File: config.mk
export PLATFORM = sky130hd
export DESIGN_NAME = grbf_div
export DESIGN_NICKNAME = d
export VERILOG_FILES = /design/src/grbf_pkg.sv /design/src/grbf_div.sv
export SDC_FILE = /design/constraint.sdc
export NUM_CORES = 1
export LEC_CHECK = 0
export ABC_AREA = 1
export BUFFER_PORTS_ARGS = -buffer_cell sky130_fd_sc_hd__clkbuf_2
export CAP_MARGIN = 10
export CORE_UTILIZATION = 32
export CTS_BUF_LIST = sky130_fd_sc_hd__clkbuf_16
export DETAILED_ROUTE_END_ITERATION = 7
export SETUP_SLACK_MARGIN = 0.2
export SLEW_MARGIN = 0
export SYNTH_ARGS = -nofsm -noshare
export SYNTH_HDL_FRONTEND = slang
export SYNTH_SLANG_ARGS = --single-unit
File: constraint.sdc
create_clock -name clk -period 3.7 [get_ports clk]
set_clock_uncertainty 0.05 [all_clocks]
set_input_delay 0.37 -clock clk [delete_from_list [all_inputs] [get_ports clk]]
set_output_delay 0.37 -clock clk [all_outputs]
set_load 0.02 [all_outputs]
File: src/grbf_pkg.sv
// shared types and constants of the gaussian rbf activation unit
// no dependencies; used by every module of the block
package grbf_pkg;

    // command codes of an input transaction
    localparam logic [1:0] CMD_LOAD_CENTER = 2'd0;
    localparam logic [1:0] CMD_LOAD_SPREAD = 2'd1;
    localparam logic [1:0] CMD_EVAL        = 2'd2;

    localparam int COORD_W   = 16;
    localparam int PORT_FEAT = 4;    // features carried on the ports
    localparam int MAX_OUT   = 16;   // results per sample at most
    localparam int DIST_W    = 34;   // squared distance, lsb 2^-16
    localparam int WSQ_W     = 33;   // 2*w*w, lsb 2^-16
    localparam int Q_INT     = 4;    // integer bits of the ratio
    localparam int Q_FRAC    = 30;   // fraction bits of the ratio
    localparam int XQ_W      = Q_INT + Q_FRAC;
    localparam int Y_W       = XQ_W - 4;
    localparam int ACT_W     = 16;
    localparam int X_LIMIT   = 12;
    localparam int TERMS     = 16;
    localparam int SQUARINGS = 4;

    typedef struct packed {
        logic            done;
        logic [XQ_W-1:0] quo;
    } div_res_t;

    typedef struct packed {
        logic             done;
        logic [ACT_W-1:0] act;
    } exp_res_t;

endpackage

File: src/grbf_div.sv
// restoring divider, one quotient bit per cycle: floor(dividend * 2^30 / divisor)
// expects dividend < 16 * divisor; uses grbf_pkg
module grbf_div (
    input  logic                          clk,
    input  logic                          rst_n,
    input  logic                          start,
    input  logic [grbf_pkg::DIST_W-1:0]   dividend,
    input  logic [grbf_pkg::WSQ_W-1:0]    divisor,
    output grbf_pkg::div_res_t            res
);

    localparam int XW = grbf_pkg::XQ_W;
    localparam int WW = grbf_pkg::WSQ_W;
    localparam int CW = $clog2(XW + 1);

    logic [CW-1:0] cnt_reg;
    logic          busy_reg;
    logic          done_reg;
    logic [WW-1:0] rem_reg;
    logic [WW-1:0] dvs_reg;
    logic [XW-1:0] sh_reg;

    logic [WW:0]   trial;
    logic [WW:0]   diff;
    logic          ge;
    logic [WW-1:0] rem_next;
    logic [XW-1:0] sh_next;

    always_comb
    begin
        trial    = {rem_reg, sh_reg[XW-1]};
        diff     = trial - {1'b0, dvs_reg};
        ge       = trial >= {1'b0, dvs_reg};
        rem_next = ge ? diff[WW-1:0] : trial[WW-1:0];
        // dividend bits leave at the top, quotient bits enter at the bottom
        sh_next  = {sh_reg[XW-2:0], ge};
    end

    always_ff @(posedge clk or negedge rst_n)
    begin
        if (!rst_n)
        begin
            busy_reg <= 1'b0;
            done_reg <= 1'b0;
            cnt_reg  <= '0;
        end
        else
        begin
            done_reg <= !start && busy_reg && (cnt_reg == CW'(XW - 1));
            if (start)
            begin
                busy_reg <= 1'b1;
                cnt_reg  <= '0;
            end
            else if (busy_reg)
            begin
                cnt_reg <= cnt_reg + 1'b1;
                if (cnt_reg == CW'(XW - 1))
                begin
                    busy_reg <= 1'b0;
                end
            end
        end
    end

    always_ff @(posedge clk)
    begin
        if (start)
        begin
            rem_reg <= WW'(dividend >> grbf_pkg::Q_INT);
            dvs_reg <= divisor;
            sh_reg  <= {dividend[grbf_pkg::Q_INT-1:0], {grbf_pkg::Q_FRAC{1'b0}}};
        end
        else if (busy_reg)
        begin
            rem_reg <= rem_next;
            sh_reg  <= sh_next;
        end
    end

    assign res.done = done_reg;
    assign res.quo  = sh_reg;

endmodule

==> flow_summary.json <==
{
  "status": "complete, no violations",
  "antenna_found_initial": 0,
  "wl_per_cell_um": 13.5,
  "r2r_end": "rem_reg[0]$_DFFE_PP_",
  "grt.total_usage_pct": 17.2,
  "end_kind": "flop",
  "multi_input_area_sq_um": 3290,
  "root_buffer": "clkbuf_16",
  "critPathArrivalTime_ps": 2910,
  "grt_pass1_vias": 6281,
  "row_count": 53,
  "core-area_sq_um": 21300,
  "timing.max_cap.violations": 0,
  "rsz0062_at_grt": "false",
  "clock_latency_ps": 370,
  "clkTransAtPathRegs_ps": 90,
  "startpoint": "sh_reg[33]$_DFFE_PP_",
  "synth_fp_nets": 1096,
  "grt_overflow_total": 0,
  "area_growth_pct": 15.8,
  "cts.path.max_buffers": 2,
  "vias": 6355,
  "fmax_mhz": 354,
  "final_common_cell": "nand2_1",
  "reg2reg_from": "sh_reg[33]$_DFFE_PP_",
  "synth_cell_types": 32,
  "fp.dieArea_sq_um": 22600,
  "slew_violations": 0,
  "tightestPinTransition_ps": 920,
  "hpwl_mm": 14.6,
  "die_y_um": 150,
  "fp.dieW_um": 150,
  "crit_type": "flop to flop",
  "start_util_pct": 33.1,
  "leakagePower_nw": 4.28,
  "io_buffers": 104,
  "worst_setup_path_start_kind": "flop",
  "required_ps": 3780,
  "cp_max_fo": 21,
  "yosys_register_bits": 108,
  "ys_warn_count": 0,
  "largest_reg_flops": 34,
  "ir_worst_vdd_mv": 0.283,
  "grt_max_degree": 40,
  "drc_errors": 0,
  "drive_above_1_share_pct": 13.1,
  "r2r_setup_slack_ps": 870,
  "drt_first_pass_iters": 5,
  "post-route-util_pct": 38.4,
  "tns_ps": 0,
  "n_antenna_cell": 0,
  "cts_buffers": 9,
  "ios": 105,
  "syn_area_sq_um": 7050,
  "hold_viol": 0,
  "dr.first_iter.drc_count": 331,
  "gp_congestion": 0.961,
  "grt_pass1_wl_mm": 30.2,
  "cts_tree": "yes",
  "setup_viol": 0,
  "p_per_area_nw_per_um2": 684,
  "endpoint": "rem_reg[0]$_DFFE_PP_",
  "relSlewSlack_pct": 38.6,
  "fillers": 2259,
  "period_minus_slack_ps": 2830,
  "final_nets": 1196,
  "worst_r2r_path_depth": 13,
  "synth_cells": 990,
  "wirelength_mm": 18.5,
  "hold_class": "input pin to flop",
  "viasPerCell": 4.64,
  "final.period_utilization_pct": 76.4,
  "cts_max_level": 3,
  "ff_latch_area_sq_um": 2870,
  "ant_nets": 0,
  "layout_common_cells": "nand2_1, inv_1, clkbuf_2",
  "clkSinkCount": 108,
  "synth-seq-area-share_pct": 40.7,
  "syn_avg_cell_area_sq_um": 7.12,
  "post_cts_buffers": 0
}
## power by group
| part | leakage [nW] | internal [mW] | total (mW) | switching (mW) |
|---|---|---|---|---|
| combinational | 3.07 | 1.05 | 2.90 | 1.85 |
| clock | 0.155 | 0.493 | 1.03 | 0.533 |
| sequential | 1.06 | 1.54 | 1.65 | 0.115 |
## stage by stage
step	setup WS (ps)	cells	total power, mW	instance area [sq um]	hold slack [ps]
floorplan	1220	990	3.92	7050	24.4
global placement	864	1353	4.56	7840	179
detailed placement	862	1353	4.58	7840	185
CTS	869	1370	5.64	8170	109
global route	615	1370	6.10	8170	106
finish	872	1370	5.58	8170	116
## worst max-delay path, stage by stage (launching register included)
cell,delay (ps)
edfxtp_1,400
inv_1,100
ha_1,140
inv_1,70
fa_1,450
nand3_1,130
nand3_2,140
nand2_1,160
nand2_2,90
nand2_2,230
buf_4,350
nand3_1,120
nand3_1,100
nand2_1,70
## synthesized netlist by cell type, drive strengths merged
| library cell | instances | area share (%) |
|---|---|---|
| nor2 | 58 | 3.3 |
| xnor2 | 13 | 1.6 |
| clkinv | 1 | 0.053 |
| dfxtp | 33 | 9.4 |
| nand3 | 74 | 5.3 |
| ha | 35 | 6.2 |
| edfxtp | 67 | 29 |
| o22ai | 30 | 2.7 |
| fa | 1 | 0.28 |
| nor3 | 5 | 0.35 |
| buf | 13 | 1.3 |
| inv | 202 | 11 |
| and2 | 7 | 0.62 |
| a21oi | 22 | 1.6 |
| or2 | 1 | 0.089 |
| dfrtp | 8 | 2.8 |
| o21bai | 5 | 0.53 |
| a22o | 3 | 0.37 |
| o21ai | 7 | 0.50 |
| nand3b | 27 | 2.9 |
| xor2 | 1 | 0.12 |
| nand4 | 10 | 0.89 |
| clkbuf | 10 | 0.53 |
| nand2 | 357 | 19 |
## repair_timing
action	CTS	global route
resized for setup	0	0
hold endpoints to repair	8	0
hold buffers	1	0
## area by class of cell
type | instances | area share, %
multi-input cells | 656 | 40.3
flip-flops and latches | 108 | 35.2
inverters | 203 | 9.33
repair buffers | 112 | 7.14
well taps | 275 | 4.21
clock buffers | 9 | 2.76
clock inverters | 7 | 1.09
## worst min path at each step
stage / startpoint / slack, ps / endpoint / cells after the start
3_5_place_dp: rst_n / 180 / cnt_reg[5]$_DFFE_PN0P_ / 1
2_1_floorplan: rst_n / 20 / busy_reg$_DFF_PN0_ / 0
6_report: divisor[8] / 120 / dvs_reg[8]$_DFFE_PP_ / 1
5_1_grt: divisor[26] / 110 / dvs_reg[26]$_DFFE_PP_ / 1
3_3_place_gp: rst_n / 180 / cnt_reg[5]$_DFFE_PN0P_ / 1
4_1_cts: divisor[8] / 110 / dvs_reg[8]$_DFFE_PP_ / 1
## cell families after synthesis
kind of cell | synth area share (%)
fa+ha+maj | 6.49
xor+xnor | 1.74
buf+inv | 12.6
flops | 40.7
simple gates | 32.7
compound gates | 5.68
## routing by layer
layer | wire length (um) | GRT usage (%) | vias to the layer above
met1 | 8600 | 21.5 | 2897
li1 | - | - | 3294
met3 | 1170 | 4.70 | 24
met4 | 425 | 5.76 | 0
met2 | 8330 | 28.2 | 140
met5 | 0 | 0 | -
No activity file was read; power rests on OpenSTA's default activity.
