$ cat src/grbf_pkg.sv
// shared types and constants of the gaussian rbf activation unit
// no dependencies; used by every module of the block
package grbf_pkg;

    // command codes of an input transaction
    localparam logic [1:0] CMD_LOAD_CENTER = 2'd0;
    localparam logic [1:0] CMD_LOAD_SPREAD = 2'd1;
    localparam logic [1:0] CMD_EVAL        = 2'd2;

    localparam int COORD_W   = 16;
    localparam int PORT_FEAT = 4;    // features carried on the ports
    localparam int MAX_OUT   = 16;   // results per sample at most
    localparam int DIST_W    = 34;   // squared distance, lsb 2^-16
    localparam int WSQ_W     = 33;   // 2*w*w, lsb 2^-16
    localparam int Q_INT     = 4;    // integer bits of the ratio
    localparam int Q_FRAC    = 30;   // fraction bits of the ratio
    localparam int XQ_W      = Q_INT + Q_FRAC;
    localparam int Y_W       = XQ_W - 4;
    localparam int ACT_W     = 16;
    localparam int X_LIMIT   = 12;
    localparam int TERMS     = 16;
    localparam int SQUARINGS = 4;

    typedef struct packed {
        logic            done;
        logic [XQ_W-1:0] quo;
    } div_res_t;

    typedef struct packed {
        logic             done;
        logic [ACT_W-1:0] act;
    } exp_res_t;

endpackage

$ cat src/grbf_exp.sv
// exp(-x) for x in q.30 below 12: taylor series of exp(-x/16), then four squarings
// one shared multiplier, division by the term index eight bits a cycle; uses grbf_pkg
module grbf_exp (
    input  logic                        clk,
    input  logic                        rst_n,
    input  logic                        start,
    input  logic [grbf_pkg::XQ_W-1:0]   xq,
    output grbf_pkg::exp_res_t          res
);

    localparam int YW = grbf_pkg::Y_W;

    typedef enum logic [2:0] {
        S_IDLE,
        S_MUL,
        S_DIVK,
        S_ACC,
        S_SQ,
        S_RND
    } state_t;

    state_t                         state_reg;
    logic [YW-1:0]                  y_reg;
    logic [32:0]                    t_reg;
    logic signed [34:0]             sum_reg;
    logic [4:0]                     k_reg;
    logic [31:0]                    dvd_reg;
    logic [4:0]                     rk_reg;
    logic [1:0]                     dcnt_reg;
    logic [31:0]                    e_reg;
    logic [1:0]                     sq_reg;
    logic [grbf_pkg::ACT_W-1:0]     act_reg;
    logic                           done_reg;

    logic [32:0] mul_a;
    logic [31:0] mul_b;
    logic [64:0] prod;
    logic [31:0] dvd_next;
    logic [4:0]  rk_next;
    logic [5:0]  tr;
    logic [32:0] rnd;
    logic [31:0] e_clamp;

    // shared multiplier: series term or squaring
    always_comb
    begin
        mul_a = (state_reg == S_SQ) ? {1'b0, e_reg} : t_reg;
        mul_b = (state_reg == S_SQ) ? e_reg : 32'(y_reg);
        prod  = 65'(mul_a) * 65'(mul_b);
    end

    // eight restoring steps of the small division by k
    always_comb
    begin
        tr       = '0;
        rk_next  = rk_reg;
        dvd_next = dvd_reg;
        for (int i = 0; i < 8; i++)
        begin
            tr       = {rk_next, dvd_next[31]};
            dvd_next = {dvd_next[30:0], 1'b0};
            if (tr >= {1'b0, k_reg})
            begin
                rk_next     = 5'(tr - {1'b0, k_reg});
                dvd_next[0] = 1'b1;
            end
            else
            begin
                rk_next = tr[4:0];
            end
        end
    end

    always_comb
    begin
        if (sum_reg < 0)
            e_clamp = '0;
        else if (sum_reg[34:32] != 3'b000)
            e_clamp = '1;
        else
            e_clamp = sum_reg[31:0];
        rnd = {1'b0, e_reg} + 33'h8000;
    end

    always_ff @(posedge clk or negedge rst_n)
    begin
        if (!rst_n)
        begin
            state_reg <= S_IDLE;
            done_reg  <= 1'b0;
        end
        else
        begin
            done_reg <= (state_reg == S_RND);
            unique case (state_reg)
                S_IDLE:
                begin
                    if (start)
                        state_reg <= S_MUL;
                end
                S_MUL:
                    state_reg <= S_DIVK;
                S_DIVK:
                begin
                    if (dcnt_reg == 2'd3)
                        state_reg <= S_ACC;
                end
                S_ACC:
                begin
                    if (k_reg == 5'(grbf_pkg::TERMS))
                        state_reg <= S_SQ;
                    else
                        state_reg <= S_MUL;
                end
                S_SQ:
                begin
                    if (sq_reg == 2'(grbf_pkg::SQUARINGS - 1))
                        state_reg <= S_RND;
                end
                S_RND:
                begin
                    state_reg <= S_IDLE;
                end
                default:
                    state_reg <= S_IDLE;
            endcase
        end
    end

    always_ff @(posedge clk)
    begin
        unique case (state_reg)
            S_IDLE:
            begin
                y_reg   <= xq[grbf_pkg::XQ_W-1:4];
                t_reg   <= 33'h1_0000_0000;
                sum_reg <= 35'sh1_0000_0000;
                k_reg   <= 5'd1;
            end
            S_MUL:
            begin
                dvd_reg  <= prod[61:30];
                rk_reg   <= '0;
                dcnt_reg <= '0;
            end
            S_DIVK:
            begin
                dvd_reg  <= dvd_next;
                rk_reg   <= rk_next;
                dcnt_reg <= dcnt_reg + 2'd1;
                if (dcnt_reg == 2'd3)
                    t_reg <= {1'b0, dvd_next};
            end
            S_ACC:
            begin
                if (k_reg[0])
                    sum_reg <= sum_reg - signed'(35'(t_reg));
                else
                    sum_reg <= sum_reg + signed'(35'(t_reg));
                k_reg  <= k_reg + 5'd1;
                sq_reg <= '0;
            end
            S_SQ:
            begin
                e_reg  <= prod[63:32];
                sq_reg <= sq_reg + 2'd1;
            end
            S_RND:
                act_reg <= rnd[32] ? '1 : rnd[31:16];
            default:
                ;
        endcase
        // the last series step hands the clamped sum to the squaring loop
        if (state_reg == S_ACC && k_reg == 5'(grbf_pkg::TERMS))
        begin
            if (k_reg[0])
                e_reg <= e_clamp;
            else
                e_reg <= (sum_reg + signed'(35'(t_reg)) < 0) ? '0 :
                         ((sum_reg + signed'(35'(t_reg))) > 35'sh0_FFFF_FFFF) ? '1 :
                         32'(sum_reg + signed'(35'(t_reg)));
        end
    end

    assign res.done = done_reg;
    assign res.act  = act_reg;

endmodule
$ cat config.mk
export PLATFORM = sky130hd
export DESIGN_NAME = grbf_exp
export DESIGN_NICKNAME = d
export VERILOG_FILES = /design/src/grbf_pkg.sv /design/src/grbf_exp.sv
export SDC_FILE = /design/constraint.sdc
export NUM_CORES = 2
export LEC_CHECK = 0
export BUFFER_PORTS_ARGS = -buffer_cell sky130_fd_sc_hd__buf_2
export CORE_MARGIN = 5
export CORE_UTILIZATION = 65
export DETAILED_ROUTE_END_ITERATION = 6
export GPL_TIMING_DRIVEN = 0
export PLACE_DENSITY_LB_ADDON = 0.08
export SETUP_SLACK_MARGIN = 0.2
export SYNTH_ARGS = -nofsm -noshare
export SYNTH_HDL_FRONTEND = slang
export SYNTH_SLANG_ARGS = --single-unit
$ cat constraint.sdc
create_clock -name clk -period 20.9 [get_ports clk]
set_clock_uncertainty 0.05 [all_clocks]
set_input_delay 4.18 -clock clk [delete_from_list [all_inputs] [get_ports clk]]
set_output_delay 4.18 -clock clk [all_outputs]
set_load 0.02 [all_outputs]
==> results.toml <==
[critical_path]
cp-start-kind = "flip-flop"
timing.rr.start = "k_reg[1]"
r2r_cells = 66
cp-end-kind = "flip-flop"
worstReg2RegEnd = "dvd_reg[0]"
critPathArrivalTime_ns = 17.26
r2r_slack_ns = 3.82
critical_path_class = "flip-flop to flip-flop"
critPathSlowestCell = "edfxtp_1"
path_max_fanout = 11
critPathMaxStageDelay_ns = 0.77
path_common_cell = "a21oi_1"
cp.required_ns = 21.08

[clock_network]
cts_tree = "done"
cts_buffers = 17
htreeDepth = 4
clk_pin_slew_worst_paths_ns = 0.09
cts-root-buf = "clkbuf_16"
cts_num_sinks = 196
cts_hold_buffers = 0
ctsResizeCount = 0
clk_path_buf_depth = 2
cts_setup_buffers = 0
insertion_delay_ns = 0.49

[timing]
finalMaxSlewViolations = 15
clock.fmax_mhz = 58.56
setup_viol = 0
fin_ws_ns = 3.823
post-route-min-period_ns = 17.08
hold_viol_final = 0
tns_ns = 0
rsz0062_at_grt = "no"
fin_crit_sh = 0.8171
slew_headroom = -0.1025
worstMarginPinSlew_ns = 1.650

[floorplan]
die-area_mm2 = 0.07779
die_h_um = 278.9
ios = 54
initial_utilization = 0.6563
core-area_mm2 = 0.07161
die_w_um = 278.9
rows = 98

[pwr]
clkPwrFrac = 0.459
seqPwrFrac = 0.534
p_leak_nw = 23.97
peakVddDrop_v = 0.00005295
p_switching_uw = 201.2
netSwitchingFraction = 0.2526
p_comb_frac = 0.007
intPower_uw = 595.3
power_density_mw_per_mm2 = 16.17

[status]
status = "complete, but fails checks"
violations = "design-rule violations, max-capacitance violations, max-slew violations"

[placed_design]
pre_cts_ws_ns = 3.948
gp_congestion = 1.088
dp_cells = 6359
dpl.hpwl_mm = 148.2
numPortBuffers = 49

[cells_and_area]
nNetsFinal = 6765
instances_no_fill = 6401
fillers = 6010
largest_reg_flops = 35
fin_util = 0.6881
drive_above_1_share = 0.02885
syn2layout_area_growth_pct = 4.832

[route]
drc = 91
viasPerCell = 6.335
first_pass_iters = 7
num_vias = 40550
drt_iter0_drc = 5031
wl_mm = 177.9
antenna_left = 0
route.detailed.wl_per_inst_um = 27.78

[yosys]
synth-edff-count = 192
syn-num-nets = 6689
netlist_area_mm2 = 0.04700
synth_cell_type_count = 85
synth_top_cells_by_area = "fa_1, edfxtp_1, ha_1, inv_1, nand2_1"
syn-instance-count = 5352
synth-seq-cells = 196
syn_avg_cell_area_um2 = 8.782
ys_warn_count = 0
seq_area_frac_synth = 0.1248
synth_area_leader_cell = "fa_1"
synthFlopType = "edfxtp_1"
synth_top_area_frac = 0.3978
async_reset_ff_frac = 0.02041

[global_route]
grt_overflow = 0
antenna_found_initial = 8
grt_max_degree = 41
grt_pass1_wl_mm = 260.8
grt_usage = 0.4604
grt_pass1_vias = 41210

[hold_path]
min_from = "dvd_reg[14]"
holdPathEnd = "t_reg[22]"
hold_path_depth = 1
hold_path_class = "flip-flop to flip-flop"

[run]
cap_violations = 2
## power groups by stage
stage                     Clock, mW  Sequential [mW]  Combinational (mW)
final                         0.366            0.425             0.00554
after global routing          0.375            0.425             0.00588
after CTS                     0.360            0.425             0.00534
after detailed placement          0            0.434             0.00528
after global placement            0            0.434             0.00513
after floorplan                   0            0.434            0.000842
## per-layer routing
metal	GRT usage	wire length, um
met1	0.5556	59450
met2	0.6806	74590
met3	0.1656	24750
met4	0.3459	19010
met5	0	57
## final cells by class
type,instances,area [um2],area share
diodes,10,25.02,0.0005079
plain buffers,263,1017,0.02065
clock buffers,17,425.4,0.008634
clock inverters,15,212.7,0.004317
inverters,1130,4242,0.08609
multi-input cells,3763,35940,0.7294
flip-flops and latches,196,5866,0.1190
well taps,950,1189,0.02412
repair buffers,57,357.8,0.007263
## worst max path at each step
stage	slack, ns	depth (start not counted)	startpoint	to
2_1_floorplan	6.68	66	k_reg[1]	dvd_reg[0]
3_3_place_gp	4.17	66	k_reg[1]	dvd_reg[0]
3_5_place_dp	3.95	66	k_reg[1]	dvd_reg[0]
4_1_cts	3.88	66	k_reg[1]	dvd_reg[0]
5_1_grt	2.57	66	k_reg[1]	dvd_reg[0]
6_report	3.82	66	k_reg[1]	dvd_reg[0]
## placed cells by master, fill, tap and decap left out, types with 9 or more instances in the layout
cell type  Yosys  routed
a211oi_1      21      20
a21o_1        85      85
a21oi_1      187     184
a22oi_1        9       9
a31oi_1       23      23
and2_1        42      42
and3_1        56      56
buf_2          0      50
clkbuf_1     251     251
clkbuf_16      0      17
diode_2        0      10
edfxtp_1     192     192
fa_1         934     934
ha_1         366     366
inv_1       1128    1128
mux2_2        14      14
mux2i_1       18      18
nand2_1     1053    1052
nand2b_1      13      13
nand3_1       36      36
nand4_1       20      20
nor2_1       344     343
nor2b_1       20      20
nor3_1        28      27
o211ai_1      15      15
o21a_1        24      24
o21ai_0       99      99
o21bai_1      38      38
o221ai_1      23      23
o31ai_1       13      13
or2_2         10      10
or3_1         10      10
xnor2_1       91      91
xor2_1        39      39
## synth_stat cells, types with 5 or more instances
cell type	count
inv_1	1128
nand2_1	1053
fa_1	934
ha_1	366
nor2_1	344
clkbuf_1	251
edfxtp_1	192
a21oi_1	187
o21ai_0	99
xnor2_1	91
a21o_1	85
and3_1	56
and2_1	42
xor2_1	39
o21bai_1	38
nand3_1	36
nor3_1	28
o21a_1	24
a31oi_1	23
o221ai_1	23
a211oi_1	21
nand4_1	20
nor2b_1	20
mux2i_1	18
o211ai_1	15
mux2_2	14
nand2b_1	13
o31ai_1	13
o21ai_1	11
or2_2	10
or3_1	10
a22oi_1	9
buf_1	7
nor4_1	7
o41ai_1	6
a21boi_0	5
a221oi_1	5
and4_1	5
nor3b_1	5
o211a_1	5
## worst max-delay path: cells and delay by family, from the launching register on
family | cells | cell delay, ns
fa+ha+maj | 8 | 3.29
flops | 1 | 0.77
compound gates | 29 | 5.93
buf+inv | 7 | 1.34
simple gates | 14 | 2.42
mux | 8 | 2.99
## stage by stage
stage,cell area (um2),power [mW],hold WS (ns)
2_1_floorplan,47000,0.4350,0.4878
3_3_place_gp,48430,0.4392,0.5026
3_5_place_dp,48600,0.4394,0.5247
4_1_cts,49240,0.7906,0.5445
5_1_grt,49250,0.8059,0.5547
6_report,49270,0.7966,0.5575
## kinds of logic (layout without fill, tap and decap cells)
logic type                 after synthesis  count (layout)  synth area share
muxes                                   36              36          0.008466
other                                    1              11        0.00007979
buffers and inverters                 1393            1482            0.1119
adders and majority gates             1300            1300            0.4953
AOI/OAI and AO/OA                      625             625           0.08726
xor gates and xnor gates               130             130           0.02423
DFF                                    196             196            0.1248
and+or+nand+nor                       1671            1671            0.1480
No activity file was read; power rests on OpenSTA's default activity.
